File: config.mk
export PLATFORM = sky130hd
export DESIGN_NAME = rmj_div_cell
export DESIGN_NICKNAME = d
export VERILOG_FILES = /design/src/hw/rtl/rmj_pkg.sv /design/src/hw/rtl/rmj_div_cell.sv
export SDC_FILE = /design/constraint.sdc
export NUM_CORES = 1
export LEC_CHECK = 0
export CORE_AREA = 2 2 175 177
export CTS_CLUSTER_SIZE = 40
export DETAILED_ROUTE_END_ITERATION = 16
export DIE_AREA = 0 0 177 179
export DONT_BUFFER_PORTS = 1
export PLACE_DENSITY = 0.61
export SLEW_MARGIN = 25
export SYNTH_ARGS = -nofsm -noshare
export SYNTH_HDL_FRONTEND = slang
export SYNTH_SLANG_ARGS = --single-unit
export TNS_END_PERCENT = 10
File: constraint.sdc
create_clock -name clk -period 4.3 [get_ports clk]
set_clock_uncertainty 0.05 [all_clocks]
set_input_delay 0.86 -clock clk [delete_from_list [all_inputs] [get_ports clk]]
set_output_delay 0.86 -clock clk [all_outputs]
set_load 0.02 [all_outputs]
File: src/hw/rtl/rmj_pkg.sv
// Shared types, widths and the output saturation helper for the radar
// measurement Jacobian. No dependencies.
package rmj_pkg;

    localparam int QW = 33;

    // Payload that rides alongside the square root chain.
    typedef struct packed {
        logic [63:0] sq;
        logic [31:0] mx;
        logic [31:0] my;
        logic [63:0] cmag;
        logic        nx;
        logic        ny;
        logic        cneg;
        logic        flag;
    } sqrt_tag_t;

    // Signs and floor flag that ride alongside the divider chain.
    typedef struct packed {
        logic nx;
        logic ny;
        logic cneg;
        logic flag;
    } side_t;

    // Apply sign to a clamped magnitude and saturate to 32 bits.
    function automatic logic [31:0] sat_q(logic [QW-1:0] q, logic neg);
        logic [QW-1:0] mag;
        logic [QW-1:0] mneg;
        begin
            if (neg)
            begin
                mag  = (q > 33'h080000000) ? 33'h080000000 : q;
                mneg = 33'd0 - mag;
                sat_q = mneg[31:0];
            end
            else
            begin
                mag  = (q > 33'h07FFFFFFF) ? 33'h07FFFFFFF : q;
                mneg = mag;
                sat_q = mneg[31:0];
            end
        end
    endfunction

endpackage

File: src/hw/rtl/rmj_div_cell.sv
// One quotient bit of two restoring dividers that share a divisor.
// Depends on rmj_pkg for the quotient width.
module rmj_div_cell #(
    parameter int RW = 65,
    parameter int DW = 32,
    parameter int SH = 0
) (
    input  logic                  clk,
    input  logic [RW-1:0]         rem0_in,
    input  logic [RW-1:0]         rem1_in,
    input  logic [DW-1:0]         den_in,
    input  logic [rmj_pkg::QW-1:0] q0_in,
    input  logic [rmj_pkg::QW-1:0] q1_in,
    output logic [RW-1:0]         rem0_reg,
    output logic [RW-1:0]         rem1_reg,
    output logic [DW-1:0]         den_reg,
    output logic [rmj_pkg::QW-1:0] q0_reg,
    output logic [rmj_pkg::QW-1:0] q1_reg
);

    logic [RW-1:0]          trial;
    logic                   ge0;
    logic                   ge1;
    logic [RW-1:0]          rem0_next;
    logic [RW-1:0]          rem1_next;
    logic [rmj_pkg::QW-1:0] q0_next;
    logic [rmj_pkg::QW-1:0] q1_next;

    always_comb
    begin
        trial     = RW'(den_in) << SH;
        ge0       = rem0_in >= trial;
        ge1       = rem1_in >= trial;
        rem0_next = ge0 ? (rem0_in - trial) : rem0_in;
        rem1_next = ge1 ? (rem1_in - trial) : rem1_in;
        q0_next   = q0_in | (rmj_pkg::QW'(ge0) << SH);
        q1_next   = q1_in | (rmj_pkg::QW'(ge1) << SH);
    end

    always_ff @(posedge clk)
    begin
        rem0_reg <= rem0_next;
        rem1_reg <= rem1_next;
        den_reg  <= den_in;
        q0_reg   <= q0_next;
        q1_reg   <= q1_next;
    end

endmodule

==> flow_summary.yaml, run 1 <==
global_route:
  grt_pass1_vias: 7979
  grt_first_pass_wirelength_mm: 47.6
  grt_antenna_before_repair: 0
  grt_util_all_layers_pct: 19.5
  grt.overflow.total: 0
  grt_max_degree: 36
floorplanning:
  die-height_um: 179
  initial_core_util_pct: 35.0
  core_area_um2: 30000
  fp-row-count: 64
  ios: 457
  die_x_um: 177
  dieArea_um2: 31700
clock_network:
  cts.repair.resized: 0
  ctsHoldBuffers: 0
  numClockSinks: 228
  cts.path.max_buffers: 3
  clk_pin_slew_worst_paths_ps: 60
  post_cts_buffers: 0
  cts.htree.levels: 1
  cts_buffers: 26
  tritoncts: "yes"
  cts_root_buffer: "clkbuf_16"
synth:
  synth-edff-count: 0
  yosysTopAreaCell: "dfxtp_1"
  yosys_warnings: 0
  synth-async-reset-ratio_pct: 0
  yosysMostFrequentCell: "dfxtp_1"
  synth_top_area_share_pct: 43.5
  syn_nets: 1438
  synthDistinctLibCells: 80
  synthTopCellsByArea: "dfxtp_1 43%, ha_1 7.6%, xnor2_1 6.1%"
  synth-main-ff-cell: "dfxtp_1"
  synthTopCellsByCount: "228 x dfxtp_1, 100 x nand2_1, 95 x nor2_1"
  synth_area_um2: 10500
  synth.avg_cell_area_um2: 9.18
  synth_cells: 1143
  yosysSeqAreaShare_pct: 43.5
  ys_seq_elements: 228
pwr:
  p_leak_nw: 4.85
  total_power_mw: 5.88
  ir_drop_mv: 0.305
  p_per_area_nw_per_um2: 497
outcome:
  outcome: "finished, final reports clean"
setup_path:
  crit_path_start: "den_in[2]"
  cp_top_family: "compound AO/OA/AOI/OAI gates"
  cpPeakStageDelay_ps: 580
  end_kind: "flip-flop"
  cp.arrival_ps: 3900
  cp_common_cell: "o211ai_1"
  worstPathCellList: "inv_1 > ha_1 > o211ai_1 > a21o_1 > a211oi_2 > o211ai_1 > a21oi_1 > a311o_2 > nand3_1 > or4b_1 > xnor2_1"
  critPathKind: "input port to flip-flop"
  cp-start-kind: "input port"
  crit_fanout: 8
  slowest_stage: "or4b_1"
  critPathBufInv: 1
  worstPathRequired_ps: 4690
timing:
  max_freq_mhz: 284
  fin_ws_ps: 783
  hold_violations: 0
  rsz0062_at_grt: "no"
  layout_min_cycle_time_ps: 3520
  fin_crit_sh_pct: 81.8
  final-setup-viol-count: 0
  worst_pin_slew_ps: 755
  maxSlewViolCount: 0
  timing.setup.tns_ps: 0
  max-slew-margin-rel_pct: 48.4
drt:
  wire_per_inst_um: 21.3
  ant_nets: 0
  drc: 0
  drt_wl_total_mm: 33.3
  routed_via_density: 5.23
  drt_iter0_markers: 455
  dr_total_vias: 8165
  dr.pass1.iters: 5
layout:
  antenna_cells: 0
  layout-drive-gt1-share_pct: 8.15
  final_area_um2: 11800
  final_util_pct: 39.4
  nets: 1440
  area_delta_synth_final_pct: 12.8
job:
  drv_cap: 0
worst_hold_path:
  hp-class: "input port to flip-flop"
  hp-start: "den_in[14]"
place:
  placed_area_um2: 10900
  dpl_worst_slack_ps: 345
  hpwl_mm: 27.2
  port-buffer-count: 0
  routabilityCongestion: 0.867
[routing by layer]
| layer | global-route usage [%] | wire length (µm) | vias to the layer above |
|---|---|---|---|
| met5 | 0 | 0 | - |
| met2 | 32.9 | 15600 | 370 |
| met1 | 23.5 | 13500 | 3723 |
| li1 | - | - | 4030 |
| met4 | 4.51 | 656 | 0 |
| met3 | 7.42 | 3540 | 42 |
[path summary, 6_finish.rpt]
| check | end | slack (ps) | cells after the start |
|---|---|---|---|
| worst min-delay path | den_reg[14]$_DFF_P_ | 290 | 0 |
| worst max-delay path | rem1_reg[59]$_DFF_P_ | 780 | 11 |
[report_power, final]
group / leakage (nW) / internal (mW) / switching [mW]
Clock: 0.463 / 1.46 / 0.914
Sequential: 1.92 / 2.34 / 0.408
Combinational: 2.47 / 0.318 / 0.433
Total: 4.85 / 4.12 / 1.76
[final cells by class]
class | instances | area (µm²)
tap | 396 | 495
fill | 3007 | 18200
inverter | 46 | 173
clock buffer | 33 | 738
multi-input combinational | 833 | 5590
timing repair buffer | 10 | 75.1
clock inverter | 15 | 199
sequential | 228 | 4560
[stage by stage]
stage,cells,hold slack (ps)
4_1_cts,1561,254
3_3_place_gp,1513,838
2_1_floorplan,1143,838
6_report,1561,285
3_5_place_dp,1513,838
5_1_grt,1561,255
[cell usage in the layout, fill, tap and decap left out, types with 4 or more instances in the layout]
master / synthesis / routed
a21o_1: 35 / 35
a21oi_1: 91 / 91
a31oi_1: 9 / 9
and2_1: 5 / 5
and3_1: 8 / 8
buf_4: 3 / 10
bufinv_16: 0 / 4
clkbuf_16: 0 / 27
clkbuf_8: 0 / 4
clkinv_2: 0 / 5
dfxtp_1: 228 / 228
ha_1: 64 / 64
inv_1: 46 / 46
mux2_2: 9 / 9
nand2_1: 100 / 100
nand2b_1: 9 / 9
nand3_1: 31 / 31
nand3b_1: 8 / 8
nand4_1: 19 / 19
nor2_1: 95 / 94
nor2b_1: 9 / 9
nor3_1: 27 / 27
nor3b_1: 4 / 4
nor4_1: 9 / 9
o211ai_1: 5 / 5
o21a_1: 8 / 8
o21ai_0: 58 / 58
o21bai_1: 11 / 11
o31ai_1: 5 / 5
or2_2: 5 / 5
or3_1: 13 / 13
or4_1: 6 / 6
xnor2_1: 73 / 73
xor2_1: 48 / 48
[cells by family (layout without fill, tap and decap cells)]
group,after synthesis,after routing,synth area share (%)
simple gates,381,381,18.8
compound gates,255,255,15.2
flops,228,228,43.5
xor+xnor,121,121,10.1
buf+inv,82,104,3.34
fa+ha+maj,66,66,8.01
mux,10,10,1.06
Power figures use the tool's default switching activity.
==> inputs of run 2 (changes only) <==
--- a/config.mk
+++ b/config.mk
@@ -5,12 +5,13 @@
 export SDC_FILE = /design/constraint.sdc
 export NUM_CORES = 1
 export LEC_CHECK = 0
-export CORE_AREA = 2 2 175 177
+export ABC_AREA = 1
+export CORE_ASPECT_RATIO = 0.7
+export CORE_UTILIZATION = 40
 export CTS_CLUSTER_SIZE = 40
 export DETAILED_ROUTE_END_ITERATION = 16
-export DIE_AREA = 0 0 177 179
 export DONT_BUFFER_PORTS = 1
-export PLACE_DENSITY = 0.61
+export PLACE_DENSITY = 0.68
 export SLEW_MARGIN = 25
 export SYNTH_ARGS = -nofsm -noshare
 export SYNTH_HDL_FRONTEND = slang
==> constraint.sdc (replaced) <==
create_clock -name clk -period 3.1 [get_ports clk]
set_clock_uncertainty 0.05 [all_clocks]
set_input_delay 0.62 -clock clk [delete_from_list [all_inputs] [get_ports clk]]
set_output_delay 0.62 -clock clk [all_outputs]
set_load 0.02 [all_outputs]
==> flow_summary.yaml, run 2 <==
place:
  hpwl_mm: 50.0
  dpl_worst_slack_ps: 137
  port-buffer-count: 0
  routabilityCongestion: 1.03
  placed_cells: 2669
drt:
  dr_total_vias: 14000
  routed_via_density: 5.17
  drt_wl_total_mm: 57.3
  dr.pass1.iters: 6
  wire_per_inst_um: 21.1
  drc: 0
  drt_iter0_markers: 1366
  ant_nets: 0
synth:
  synth.avg_cell_area_um2: 6.20
  synth_top_area_share_pct: 33.2
  synth-main-ff-cell: "dfxtp_1"
  muxShareOfSynthArea_pct: 0
  yosysTopAreaCell: "dfxtp_1"
  synth_xor_area_share_pct: 4.02
  ys_seq_elements: 228
  synth_cells: 2214
  yosysMostFrequentCell: "nand2_1"
  synth_fa_ha_area_share_pct: 6.12
  synthDistinctLibCells: 36
  synth_compound_area_share_pct: 7.30
  yosys_warnings: 0
  synth_top_family_by_area: "simple AND/OR/NAND/NOR gates"
  synthSimpleGateAreaFrac_pct: 37.0
  synthTopCellsByCount: "847 x nand2_1, 404 x inv_1, 228 x dfxtp_1"
  syn_nets: 2509
  synth-edff-count: 0
  synthTopCellsByArea: "dfxtp_1 33%, nand2_1 23%, inv_1 11%"
  synth_area_um2: 13700
  yosysSeqAreaShare_pct: 33.2
  synth-async-reset-ratio_pct: 0
timing:
  fin_ws_ps: 621
  max_freq_mhz: 403
  worst_pin_slew_ps: 616
  fin_crit_sh_pct: 80.0
  timing.setup.tns_ps: 0
  final-setup-viol-count: 0
  hold_violations: 0
  max-slew-margin-rel_pct: 58.7
  layout_min_cycle_time_ps: 2480
  maxSlewViolCount: 0
  rsz0062_at_grt: "no"
worst_hold_path:
  hp-class: "input port to flip-flop"
  hold_depth: 0
clock_network:
  clk_pin_slew_worst_paths_ps: 70
  post_cts_buffers: 0
  cts.htree.levels: 1
  numClockSinks: 228
  cts.path.max_buffers: 3
  cts_buffers: 23
  tritoncts: "yes"
  cts_root_buffer: "clkbuf_16"
  cts.repair.resized: 0
  ctsHoldBuffers: 0
floorplanning:
  die-height_um: 157
  initial_core_util_pct: 40.8
  die_x_um: 223
  fp-row-count: 56
  dieArea_um2: 35100
  core_area_um2: 33600
  ios: 457
pwr:
  p_sw_share_pct: 34.6
  total_power_mw: 8.18
  p_leak_nw: 7.88
  clockPowerShare_pct: 34.5
  switching_power_mw: 2.83
  p_int_mw: 5.35
  p_per_area_nw_per_um2: 537
  p_comb_share_pct: 18.8
  ir_drop_mv: 0.438
  p_seq_share_pct: 46.7
global_route:
  grt.overflow.total: 0
  grt_util_all_layers_pct: 31.3
  grt_first_pass_wirelength_mm: 80.2
  grt_pass1_vias: 12600
  grt_antenna_before_repair: 0
  grt_max_degree: 34
setup_path:
  cpPeakStageDelay_ps: 410
  worstPathRequired_ps: 3490
  worstPathCellList: "inv_1 > ha_1 > nand2_1 > nor2_1 > inv_1 > o21ai_0 > a21oi_1 > nand3_4 > inv_4 > buf_12 > o21ai_0"
  critPathBufInv: 4
  cp-start-kind: "input port"
  cp.arrival_ps: 2870
  critPathKind: "input port to flip-flop"
  end_kind: "flip-flop"
  crit_fanout: 33
  cp_top_family: "simple AND/OR/NAND/NOR gates"
  cp_num_cells: 11
  slowest_stage: "nor2_1"
layout:
  final_common_cell: "nand2_1"
  final_util_pct: 45.3
  layout-drive-gt1-share_pct: 5.71
  area_delta_synth_final_pct: 11.0
  final_cell_mix: "847 x nand2_1, 404 x inv_1, 228 x dfxtp_1"
  nets: 2554
  instances_no_fill: 2711
  antenna_cells: 0
job:
  drv_cap: 0
outcome:
  outcome: "finished, final reports clean"
run 2: layout make-up:
class                           instances  area (µm²)
Tap cell                              435         544
Sequential cell                       228        4560
Multi-Input combinational cell       1559        7480
Inverter                              409        1540
Timing Repair Buffer                   38         360
Fill cell                            3699       18400
Clock inverter                         11         120
Clock buffer                           31         636
run 2: cells by family (layout without fill, tap and decap cells):
group           Yosys count  count (layout)
flops                   228             228
compound gates          173             173
buf+inv                 427             489
fa+ha+maj                66              66
xor+xnor                 63              63
simple gates           1257            1257
run 2: path summary, 6_finish.rpt:
path                                   end       start
worst max-delay path  rem0_reg[14]$_DFF_P_  den_in[31]
worst min-delay path   den_reg[18]$_DFF_P_  den_in[18]
run 2: layer usage:
metal  part of all wire [%]  global-route usage, %  wire [µm]  vias up
li1                       -                      -          -     6823
met1                     44                   43.2      25300     6316
met2                     41                   47.1      23700      794
met3                     11                   8.79       6270       85
met4                    3.3                   9.56       1910        0
met5                      0                      0          0        -
run 2: power groups by stage:
stage | Sequential [mW] | Combinational (mW) | Clock, mW
floorplan | 3.79 | 1.01 | 0
global placement | 3.90 | 1.48 | 0
detailed placement | 3.89 | 1.49 | 0
CTS | 3.83 | 1.50 | 2.87
global route | 3.84 | 1.68 | 2.98
finish | 3.82 | 1.54 | 2.82
run 2: per-stage QoR:
stage,cell area [µm²],hold slack (ps)
after global placement,14500,598
after global routing,15200,20.4
after floorplan,13700,598
after CTS,15200,14.5
final,15200,42.7
after detailed placement,14500,598
