### config.mk
export PLATFORM = sky130hd
export DESIGN_NAME = rmj_sqrt_cell
export DESIGN_NICKNAME = d
export VERILOG_FILES = /design/src/hw/rtl/rmj_sqrt_cell.sv
export SDC_FILE = /design/constraint.sdc
export NUM_CORES = 1
export LEC_CHECK = 0
export BUFFER_PORTS_ARGS = -buffer_cell sky130_fd_sc_hd__buf_4
export CAP_MARGIN = 20
export CORE_ASPECT_RATIO = 1.2
export CORE_MARGIN = 5
export CORE_UTILIZATION = 45
export CTS_BUF_LIST = sky130_fd_sc_hd__clkbuf_4 sky130_fd_sc_hd__clkbuf_8
export DETAILED_ROUTE_END_ITERATION = 6
export GPL_TIMING_DRIVEN = 0
export PLACE_DENSITY = 0.65
export SLEW_MARGIN = 20
export SYNTH_ARGS = -nofsm -noshare
export SYNTH_HDL_FRONTEND = slang
export SYNTH_SLANG_ARGS = --single-unit
### constraint.sdc
create_clock -name clk -period 8 [get_ports clk]
set_clock_uncertainty 0.15 [all_clocks]
set_input_delay 0.8 -clock clk [delete_from_list [all_inputs] [get_ports clk]]
set_output_delay 0.8 -clock clk [all_outputs]
set_load 0.005 [all_outputs]
### src/hw/rtl/rmj_sqrt_cell.sv
// One bit step of the integer square root chain.
// Depends on nothing but its inputs.
module rmj_sqrt_cell #(
    parameter int K = 0
) (
    input  logic        clk,
    input  logic [63:0] v_in,
    input  logic [63:0] res_in,
    output logic [63:0] v_reg,
    output logic [63:0] res_reg
);

    localparam logic [63:0] BIT = 64'd1 << (2 * K);

    logic [63:0] sum;
    logic        ge;
    logic [63:0] v_next;
    logic [63:0] res_next;

    always_comb
    begin
        sum      = res_in + BIT;
        ge       = v_in >= sum;
        v_next   = ge ? (v_in - sum) : v_in;
        res_next = ge ? ((res_in >> 1) + BIT) : (res_in >> 1);
    end

    always_ff @(posedge clk)
    begin
        v_reg   <= v_next;
        res_reg <= res_next;
    end

endmodule

==> results of run 1 <==
==> per-stage QoR <==
stage               hold slack, ns  worst slack [ns]  instance area, um2  util [%]  std cells
finish                      0.3803             1.344               12740     56.95       1870
global route                0.3601             1.014               12740     56.95       1870
CTS                         0.3616             1.424               12740     56.95       1870
detailed placement          0.8655            0.9725               12350     55.21       1839
global placement            0.8600             1.006               12350     55.21       1839
floorplan                   0.7467             2.815               10160         -       1315
==> power by group <==
| group | switching, mW | total (mW) | internal (mW) |
|---|---|---|---|
| Combinational | 0.449 | 0.785 | 0.336 |
| Sequential | 0.0221 | 0.738 | 0.716 |
| Clock | 0.305 | 0.584 | 0.280 |
| Total | 0.776 | 2.11 | 1.33 |
==> synth_stat cells, types with 7 or more instances <==
cell	instances	area share [%]
o21ai_0	49	2.4
xnor2_1	89	7.7
nor3_2	7	0.69
nor3_1	42	2.1
buf_6	9	1.0
buf_2	22	1.1
and3_1	32	2.0
nand3_1	28	1.4
ha_1	66	8.1
o21a_1	15	1.1
nand4_1	52	3.2
nor4_1	24	1.5
o21bai_1	17	1.3
xor2_1	85	7.3
a31oi_1	7	0.43
or4_1	7	0.52
a21o_1	31	2.3
nand2_1	160	5.9
or3_1	9	0.55
clkbuf_1	27	1.0
o31ai_1	8	0.59
inv_1	30	1.1
dfxtp_1	128	25
nor2_1	125	4.6
a21oi_1	123	6.1
a211oi_1	8	0.59
==> final cells by class <==
type | instances | share of cell area, %
sequential | 128 | 20.11
tap | 279 | 2.740
timing repair buffer | 245 | 14.44
clock buffer | 17 | 1.837
buffer | 68 | 3.104
multi-input combinational | 1089 | 55.68
clock inverter | 14 | 1.208
inverter | 30 | 0.8839
==> cells by family after synthesis <==
family                     Yosys count  synth area share, %
buffers and inverters               98                4.998
and+or+nand+nor                    536                26.52
AOI/OAI and AO/OA                  312                19.96
adders and majority gates           67                8.322
DFF                                128                25.21
xor gates and xnor gates           174                14.99
==> routing by layer <==
metal,vias to the layer above,wire length [um],global-route usage (%)
li1,5237,-,-
met1,5107,16140,36.10
met4,0,2695,18.61
met3,116,2689,4.981
met5,-,0,0
met2,488,20950,55.90
==> final timing paths <==
kind | start | endpoint
max | res_in[1] | v_reg[41]
min | v_in[6] | v_reg[6]
==> reports/metrics.cfg, run 1 <==
[run_status]
status = complete, no violations

[clock_network]
post_cts_resized = 0
cts_max_level = 4
ctsHoldBuffers = 0
clkTransAtPathRegs_ns = 0.09
cts.path.max_buffers = 2
cts_made_buffers = 17
clockRootBuffer = clkbuf_8
post_cts_buffers = 0
cts_tree = yes
cts_sinks = 128

[finish]
multi_input_area_um2 = 7093
final_nets = 1775
final_common_cell = buf_4
area_growth_pct = 25.35
drive_gt1_share_pct = 22.63
diodes = 0
mostFrequentLayoutCells = buf_4, nand2_1, dfxtp_1
fillers = 2184
register_area_um2 = 2562

[synthesis]
synth-main-ff-cell = dfxtp_1
synth_edf_count = 0
ys_seq_elements = 128
ys_warn_count = 0
synth_fp_nets = 1511
ys_types = 80
synth-async-reset-ratio_pct = 0
synth_area_um2 = 10160
yosysSeqAreaShare_pct = 25.21
syn_inst = 1315
syn_area_per_cell_um2 = 7.729

[power]
total_power_mw = 2.107
vdd_ir_drop_max_v = 0.0001036
cellPowerDensity_nw_per_um2 = 165.4
p_leak_nw = 5.419

[die]
start_util_pct = 45.43
coreArea_um2 = 22370
rows = 60
pin_count = 257
die_area_um2 = 25700
chipHeight_um = 174.6
fp.dieW_um = 147.2

[route]
wl_per_cell_um = 22.71
num_vias = 10950
final_antenna_net_count = 0
dr.pass1.iters = 7
via_per_inst = 5.855
drt_iter0_drc = 772
route.detailed.drc = 0
drt_wl_total_um = 42480

[grt]
antenna_found_initial = 0
grt_use_total_pct = 31.71
grt_first_pass_wirelength_um = 62310
grt_pass1_vias = 10790
grt-ovfl-total = 0
grt_max_degree = 17

[timing]
setup_viol = 0
tightest_slew_ns = 1.161
max_freq_ghz = 0.1502
maxSlewHeadroom_pct = 22.41
hold_violations = 0
drv_slew = 0
period_minus_slack_ns = 6.656
finalCritPeriodShare_pct = 83.20
fin_tns_setup_ns = 0
rsz0062_at_grt = false

[placement]
dp_hpwl_um = 34640
port_buffers = 245
gp_congestion = 0.9842

[worst_setup_path]
path_class = input pin to register
cp_max_fo = 10
cp_slowest_cell = nor3_1
critPathLaunchType = input pin
crit_family = simple AND/OR/NAND/NOR gates
crit_path_frequent_cell = nor3_1
worst-path-buf-inv = 4
critPathMaxStageDelay_ns = 0.85
cp_num_cells = 23
end_kind = register
required_ns = 8.20
cp.arrival_ns = 6.86
crit_path_cell_trace = buf_4 > ha_1 > and3_1 > nand3_1 > nor2_1 > nand4_1 > nor3_1 > and3_1 > nand2_1 > xor2_1 > ha_1 > clkbuf_1 > nand4_1 > nor3_1 > nand2_1 > nor4b_1 > nor3_1 > o21ai_2 > or2_1 > buf_2 > buf_2 > nor2_1 > nor3_1

[job]
max_cap_viol_count = 0

[worst_hold_path]
hold_depth = 3
hold_path.class = input pin to register

No activity file was read; power rests on OpenSTA's default activity.
==> inputs of run 2 (changes only) <==
==> constraint.sdc (replaced) <==
create_clock -name clk -period 6.3 [get_ports clk]
set_clock_uncertainty 0.15 [all_clocks]
set_input_delay 0.63 -clock clk [delete_from_list [all_inputs] [get_ports clk]]
set_output_delay 0.63 -clock clk [all_outputs]
set_load 0.005 [all_outputs]
==> reports/metrics.cfg, run 2 (synthesis results as in run 1) <==
[route]
num_vias = 10980  ; was 10,950
drt_iter0_drc = 810  ; was 772
route.detailed.drc = 0  ; unchanged
wl_per_cell_um = 22.69  ; was 22.71 um
final_antenna_net_count = 0  ; unchanged
drt_wl_total_um = 42430  ; was 42,480 um
dr.pass1.iters = 5  ; was 7
via_per_inst = 5.872  ; was 5.855

[clock_network]
clkTransAtPathRegs_ns = 0.09  ; about the same
cts_sinks = 128  ; unchanged
cts.path.max_buffers = 2  ; unchanged
post_cts_buffers = 0  ; unchanged
clockRootBuffer = clkbuf_8  ; unchanged
ctsHoldBuffers = 0  ; unchanged
cts_max_level = 4  ; unchanged
cts_tree = yes  ; unchanged
cts_made_buffers = 17  ; unchanged

[grt]
grt_pass1_vias = 10790  ; unchanged
met3_usage_pct = 4.981  ; unchanged
grt_util_met2_pct = 55.90  ; unchanged
grt-ovfl-total = 0  ; unchanged
grt_max_degree = 17  ; unchanged
busiest_layer = met2  ; unchanged
antenna_found_initial = 1  ; was 0
grt_first_pass_wirelength_um = 62310  ; unchanged
grt_use_total_pct = 31.71  ; unchanged
use_met1_pct = 36.10  ; unchanged

[die]
die_area_um2 = 25700  ; unchanged
fp.dieW_um = 147.2  ; unchanged
rows = 60  ; unchanged
pin_count = 257  ; unchanged
coreArea_um2 = 22370  ; unchanged
start_util_pct = 45.43  ; unchanged
chipHeight_um = 174.6  ; unchanged

[finish]
finalInstanceArea_um2 = 12780  ; was 12,740 um2
fillers = 2177  ; was 2,184
area_growth_pct = 25.74  ; was 25.35%
fin_cells = 1870  ; unchanged
drive_gt1_share_pct = 22.94  ; was 22.63%
final_common_cell = buf_4  ; unchanged
final_nets = 1775  ; unchanged
fin_util_pct = 57.13  ; was 56.95%
diodes = 0  ; unchanged
mostFrequentLayoutCells = buf_4, nand2_1, dfxtp_1  ; unchanged

[worst_setup_path]
path_class = input pin to register  ; unchanged
critPathLaunchType = input pin  ; unchanged
required_ns = 6.52  ; was 8.20 ns
cp.arrival_ns = 6.28  ; was 6.86 ns
end_kind = register  ; unchanged
cp_max_fo = 9  ; was 10

[placement]
place_inst = 1839  ; unchanged
gp_congestion = 0.9842  ; unchanged
port_buffers = 245  ; unchanged
dp_hpwl_um = 34640  ; unchanged
pre_cts_ws_ns = -0.5575  ; was 0.9725 ns
place_area_um2 = 12350  ; unchanged

[power]
cellPowerDensity_nw_per_um2 = 209.4  ; was 165.4 nW/um2
p_leak_nw = 5.459  ; was 5.419 nW
vdd_ir_drop_max_v = 0.0001328  ; was 0.0001036 V
total_power_mw = 2.676  ; was 2.107 mW

[timing]
tightest_slew_ns = 1.162  ; was 1.161 ns
fin_ws_ns = 0.2332  ; was 1.344 ns
max_freq_ghz = 0.1648
maxSlewHeadroom_pct = 22.35  ; was 22.41%
hold_violations = 0  ; unchanged
rsz0062_at_grt = false  ; unchanged
finalCritPeriodShare_pct = 96.30
setup_viol = 0  ; unchanged
period_minus_slack_ns = 6.067
drv_slew = 0  ; unchanged

[job]
max_cap_viol_count = 0  ; unchanged

[worst_hold_path]
hold_path.class = input pin to register  ; unchanged

[run_status]
status = complete, no violations  ; unchanged

[run 2: where the power goes]
part / switching, mW / total, mW / internal [mW]
Sequential: 0.0279 / 0.937 / 0.909
Combinational: 0.571 / 0.999 / 0.427
Clock: 0.385 / 0.740 / 0.355
[run 2: worst paths after layout]
check | depth (start not counted) | start | endpoint | slack (ns)
hold / removal | 2 | res_in[61] | res_reg[60] | 0.21
setup / recovery | 19 | res_in[1] | v_reg[59] | 0.23
[run 2: what timing repair did]
action,4_1_cts,5_1_grt
endpoints found under the hold margin,0,0
setup endpoints to repair,3,35
pin swaps,0,1
resized for setup,1,10
[run 2: area by class of cell]
cell class | count | area, um2 | share of cell area, %
buffer | 68 | 400.4 | 3.133
inverter | 30 | 112.6 | 0.8811
tap | 279 | 349.1 | 2.732
clock buffer | 17 | 234.0 | 1.831
multi-input combinational | 1089 | 7128 | 55.78
sequential | 128 | 2562 | 20.05
clock inverter | 14 | 153.9 | 1.204
timing repair buffer | 245 | 1839 | 14.39
[run 2: metal layers]
| layer | share of wire [%] | vias to the layer above |
|---|---|---|
| met5 | 0 | - |
| met4 | 6.4 | 0 |
| met3 | 6.8 | 119 |
| met2 | 49 | 514 |
| met1 | 38 | 5105 |
| li1 | - | 5243 |
[run 2: critical path, stage by stage]
cell and delay, ns:
buf_4 0.11, ha_1 0.18, nand3_1 0.11, or2_2 0.28
buf_2 0.20, nor3_4 0.36, nand3_1 0.22, or4_1 0.63
nor2_1 0.17, xnor2_1 0.30, ha_1 0.41, a21oi_1 0.21
o21ai_1 0.15, nor2b_1 0.16, a211o_1 0.30, a2111oi_1 1.04
a21oi_1 0.18, or3_1 0.34, a31o_2 0.26
[run 2: per-stage QoR]
stage	hold WS (ns)	setup TNS [ns]
after floorplan	0.5767	0
after global placement	0.6900	-21.31
after detailed placement	0.6955	-26.35
after CTS	0.1916	0
after global routing	0.1901	0
final	0.2078	0
==> inputs of run 3 (changes only) <==
--- a/config.mk
+++ b/config.mk
@@ -9,11 +9,11 @@
 export CAP_MARGIN = 20
 export CORE_ASPECT_RATIO = 1.2
 export CORE_MARGIN = 5
-export CORE_UTILIZATION = 45
+export CORE_UTILIZATION = 56
 export CTS_BUF_LIST = sky130_fd_sc_hd__clkbuf_4 sky130_fd_sc_hd__clkbuf_8
 export DETAILED_ROUTE_END_ITERATION = 6
 export GPL_TIMING_DRIVEN = 0
-export PLACE_DENSITY = 0.65
+export PLACE_DENSITY = 0.8
 export SLEW_MARGIN = 20
 export SYNTH_ARGS = -nofsm -noshare
 export SYNTH_HDL_FRONTEND = slang
==> reports/metrics.cfg, run 3 (synthesis results as in run 1) <==
[run_status]
status = finished with violations  ; was complete, no violations
failed_checks = design-rule violations

[power]
p_int_mw = 1.775  ; was 1.692 mW
p_sw_mw = 1.007  ; was 984.1 uW
p_leak_nw = 5.499  ; was 5.459 nW
pwr-share-clk_pct = 30.1  ; was 27.7%
power_frac_seq_pct = 33.8  ; was 35.0%
cellPowerDensity_nw_per_um2 = 217.4  ; was 209.4 nW/um2
vdd_ir_drop_max_v = 0.0001471  ; was 0.0001328 V
p_comb_share_pct = 36.1  ; was 37.3%
swShare_pct = 36.20  ; was 36.78%

[timing]
finalCritPeriodShare_pct = 96.93  ; was 96.30%
fin_ws_ns = 0.1933  ; was 0.2332 ns
max_freq_ghz = 0.1638  ; was 0.1648 GHz
hold_violations = 0  ; unchanged
setup_viol = 0  ; unchanged
hold-worst-slack_ns = 0.2097  ; was 0.2078 ns
maxSlewHeadroom_pct = 23.64  ; was 22.35%
drv_slew = 0  ; unchanged
tightest_slew_ns = 1.143  ; was 1.162 ns
period_minus_slack_ns = 6.107  ; was 6.067 ns
rsz0062_at_grt = false  ; unchanged

[worst_hold_path]
hold_path.class = input pin to register  ; unchanged
hold_end = v_reg[47]  ; was res_reg[60]
hold_depth = 3  ; was 2
hp-start = v_in[47]  ; was res_in[61]

[finish]
fillers = 1469  ; was 2,177
mostFrequentLayoutCells = buf_4, nand2_1, dfxtp_1  ; unchanged
drive_gt1_share_pct = 23.10  ; was 22.94%
diodes = 0  ; unchanged
final_common_cell = buf_4  ; unchanged
final_nets = 1777  ; was 1,775
area_growth_pct = 25.88  ; was 25.74%

[die]
fp.dieW_um = 133.0  ; was 147.2 um
start_util_pct = 56.34  ; was 45.43%
chipHeight_um = 157.6  ; was 174.6 um
die_area_um2 = 20950  ; was 25,700 um2
pin_count = 257  ; unchanged
rows = 54  ; was 60
coreArea_um2 = 18040  ; was 22,370 um2

[worst_setup_path]
critPathLaunchType = input pin  ; unchanged
worst-path-buf-inv = 3  ; was 2
cp_slowest_cell = a2111oi_1  ; unchanged
path_class = input pin to register  ; unchanged
cp_max_fo = 8  ; was 9
critPathMaxStageDelay_ns = 1.03  ; was 1.04 ns
end_kind = register  ; unchanged
cp.arrival_ns = 6.33  ; was 6.28 ns
crit_path_cell_trace = buf_4 > ha_1 > and3_1 > nand3_1 > nor2_1 > and2_1 > nand4_1 > buf_4 > nor4_4 > nand2_1 > xor2_1 > ha_1 > clkbuf_1 > nand2_1 > o21ai_1 > nor2b_1 > a211o_1 > a2111oi_1 > a21oi_1 > or3_1 > a31o_2  ; was buf_4 > ha_1 > nand3_1 > or2_2 > buf_2 > nor3_4 > nand3_1 > or4_1 > nor2_1 > xnor2_1 > ha_1 > a21oi_1 > o21ai_1 > nor2b_1 > a211o_1 > a2111oi_1 > a21oi_1 > or3_1 > a31o_2
required_ns = 6.53  ; was 6.52 ns
crit_family = simple AND/OR/NAND/NOR gates  ; unchanged

[clock_network]
cts_tree = yes  ; unchanged
ctsHoldBuffers = 0  ; unchanged
cts_sinks = 128  ; unchanged
clkTransAtPathRegs_ns = 0.09  ; about the same
cts.path.max_buffers = 2  ; unchanged
clockRootBuffer = clkbuf_8  ; unchanged
cts_made_buffers = 17  ; unchanged
cts_max_level = 4  ; unchanged

[route]
final_antenna_net_count = 0  ; unchanged
wl_per_cell_um = 22.92  ; was 22.69 um
num_vias = 11430  ; was 10,980
via_per_inst = 6.292  ; was 5.872
dr.pass1.iters = 7  ; was 5
drt_wl_total_um = 41640  ; was 42,430 um
route.detailed.drc = 10  ; was 0
drt_iter0_drc = 1108  ; was 810

[grt]
grt_first_pass_wirelength_um = 61710  ; was 62,310 um
antenna_found_initial = 0  ; was 1
grt_max_degree = 17  ; unchanged
grt_use_total_pct = 38.25  ; was 31.71%
grt_pass1_vias = 11190  ; was 10,790
grt-ovfl-total = 0  ; unchanged

[placement]
gp_congestion = 1.054  ; was 0.9842
dp_hpwl_um = 33340  ; was 34,640 um
pre_cts_ws_ns = -0.4149  ; was -0.5575 ns
port_buffers = 245  ; unchanged

[job]
max_cap_viol_count = 0  ; unchanged

-- run 3: cell count changes in the layout (fill, tap and decap cells not counted), sizes merged --
cell / delta
bufinv: +2
buf: +2
clkinvlp: +1
clkinv: -3
-- run 3: worst max-delay path by stage --
stage | startpoint | to | cells past startpoint
2_1_floorplan | res_in[0] | v_reg[59] | 18
3_3_place_gp | res_in[1] | v_reg[41] | 23
3_5_place_dp | res_in[1] | v_reg[41] | 23
4_1_cts | res_in[1] | v_reg[41] | 23
5_1_grt | res_in[1] | v_reg[41] | 24
6_report | res_in[1] | v_reg[59] | 21
-- run 3: layout make-up --
type / count / area, um2 / area share (%)
Buffer: 68 / 400.4 / 3.130
Inverter: 30 / 112.6 / 0.8802
Clock buffer: 17 / 234.0 / 1.829
Tap cell: 224 / 280.3 / 2.191
Timing Repair Buffer: 247 / 1854 / 14.49
Sequential cell: 128 / 2562 / 20.03
Clock inverter: 14 / 206.4 / 1.614
Multi-Input combinational cell: 1089 / 7143 / 55.83
-- run 3: metrics by stage --
stage	cell area [um2]	instances	total power, mW	utilization [%]	TNS (ns)
final	12790	1817	2.782	70.92	0
after global routing	12790	1817	2.894	70.92	0
after CTS	12720	1815	2.757	70.53	0
after detailed placement	12280	1784	1.935	68.09	-17.26
after global placement	12280	1784	1.919	68.09	-7.325
after floorplan	10160	1315	1.495	-	0
-- run 3: timing repair --
action	in CTS	in global routing
gates resized for setup	0	13
setup buffers	0	2
setup endpoints to repair	0	122
-- run 3: power by group through the flow --
stage,Sequential [mW],Clock [mW],Combinational (mW)
6_report,0.939,0.838,1.00
5_1_grt,0.949,0.869,1.08
4_1_cts,0.939,0.834,0.984
3_5_place_dp,0.956,0,0.979
3_3_place_gp,0.953,0,0.966
2_1_floorplan,0.968,0,0.527
-- run 3: per-layer routing --
metal,wire length [um],global-route usage [%]
met5,0,0
met4,4042,32.23
met2,19240,64.01
met1,14720,42.32
met3,3639,6.993
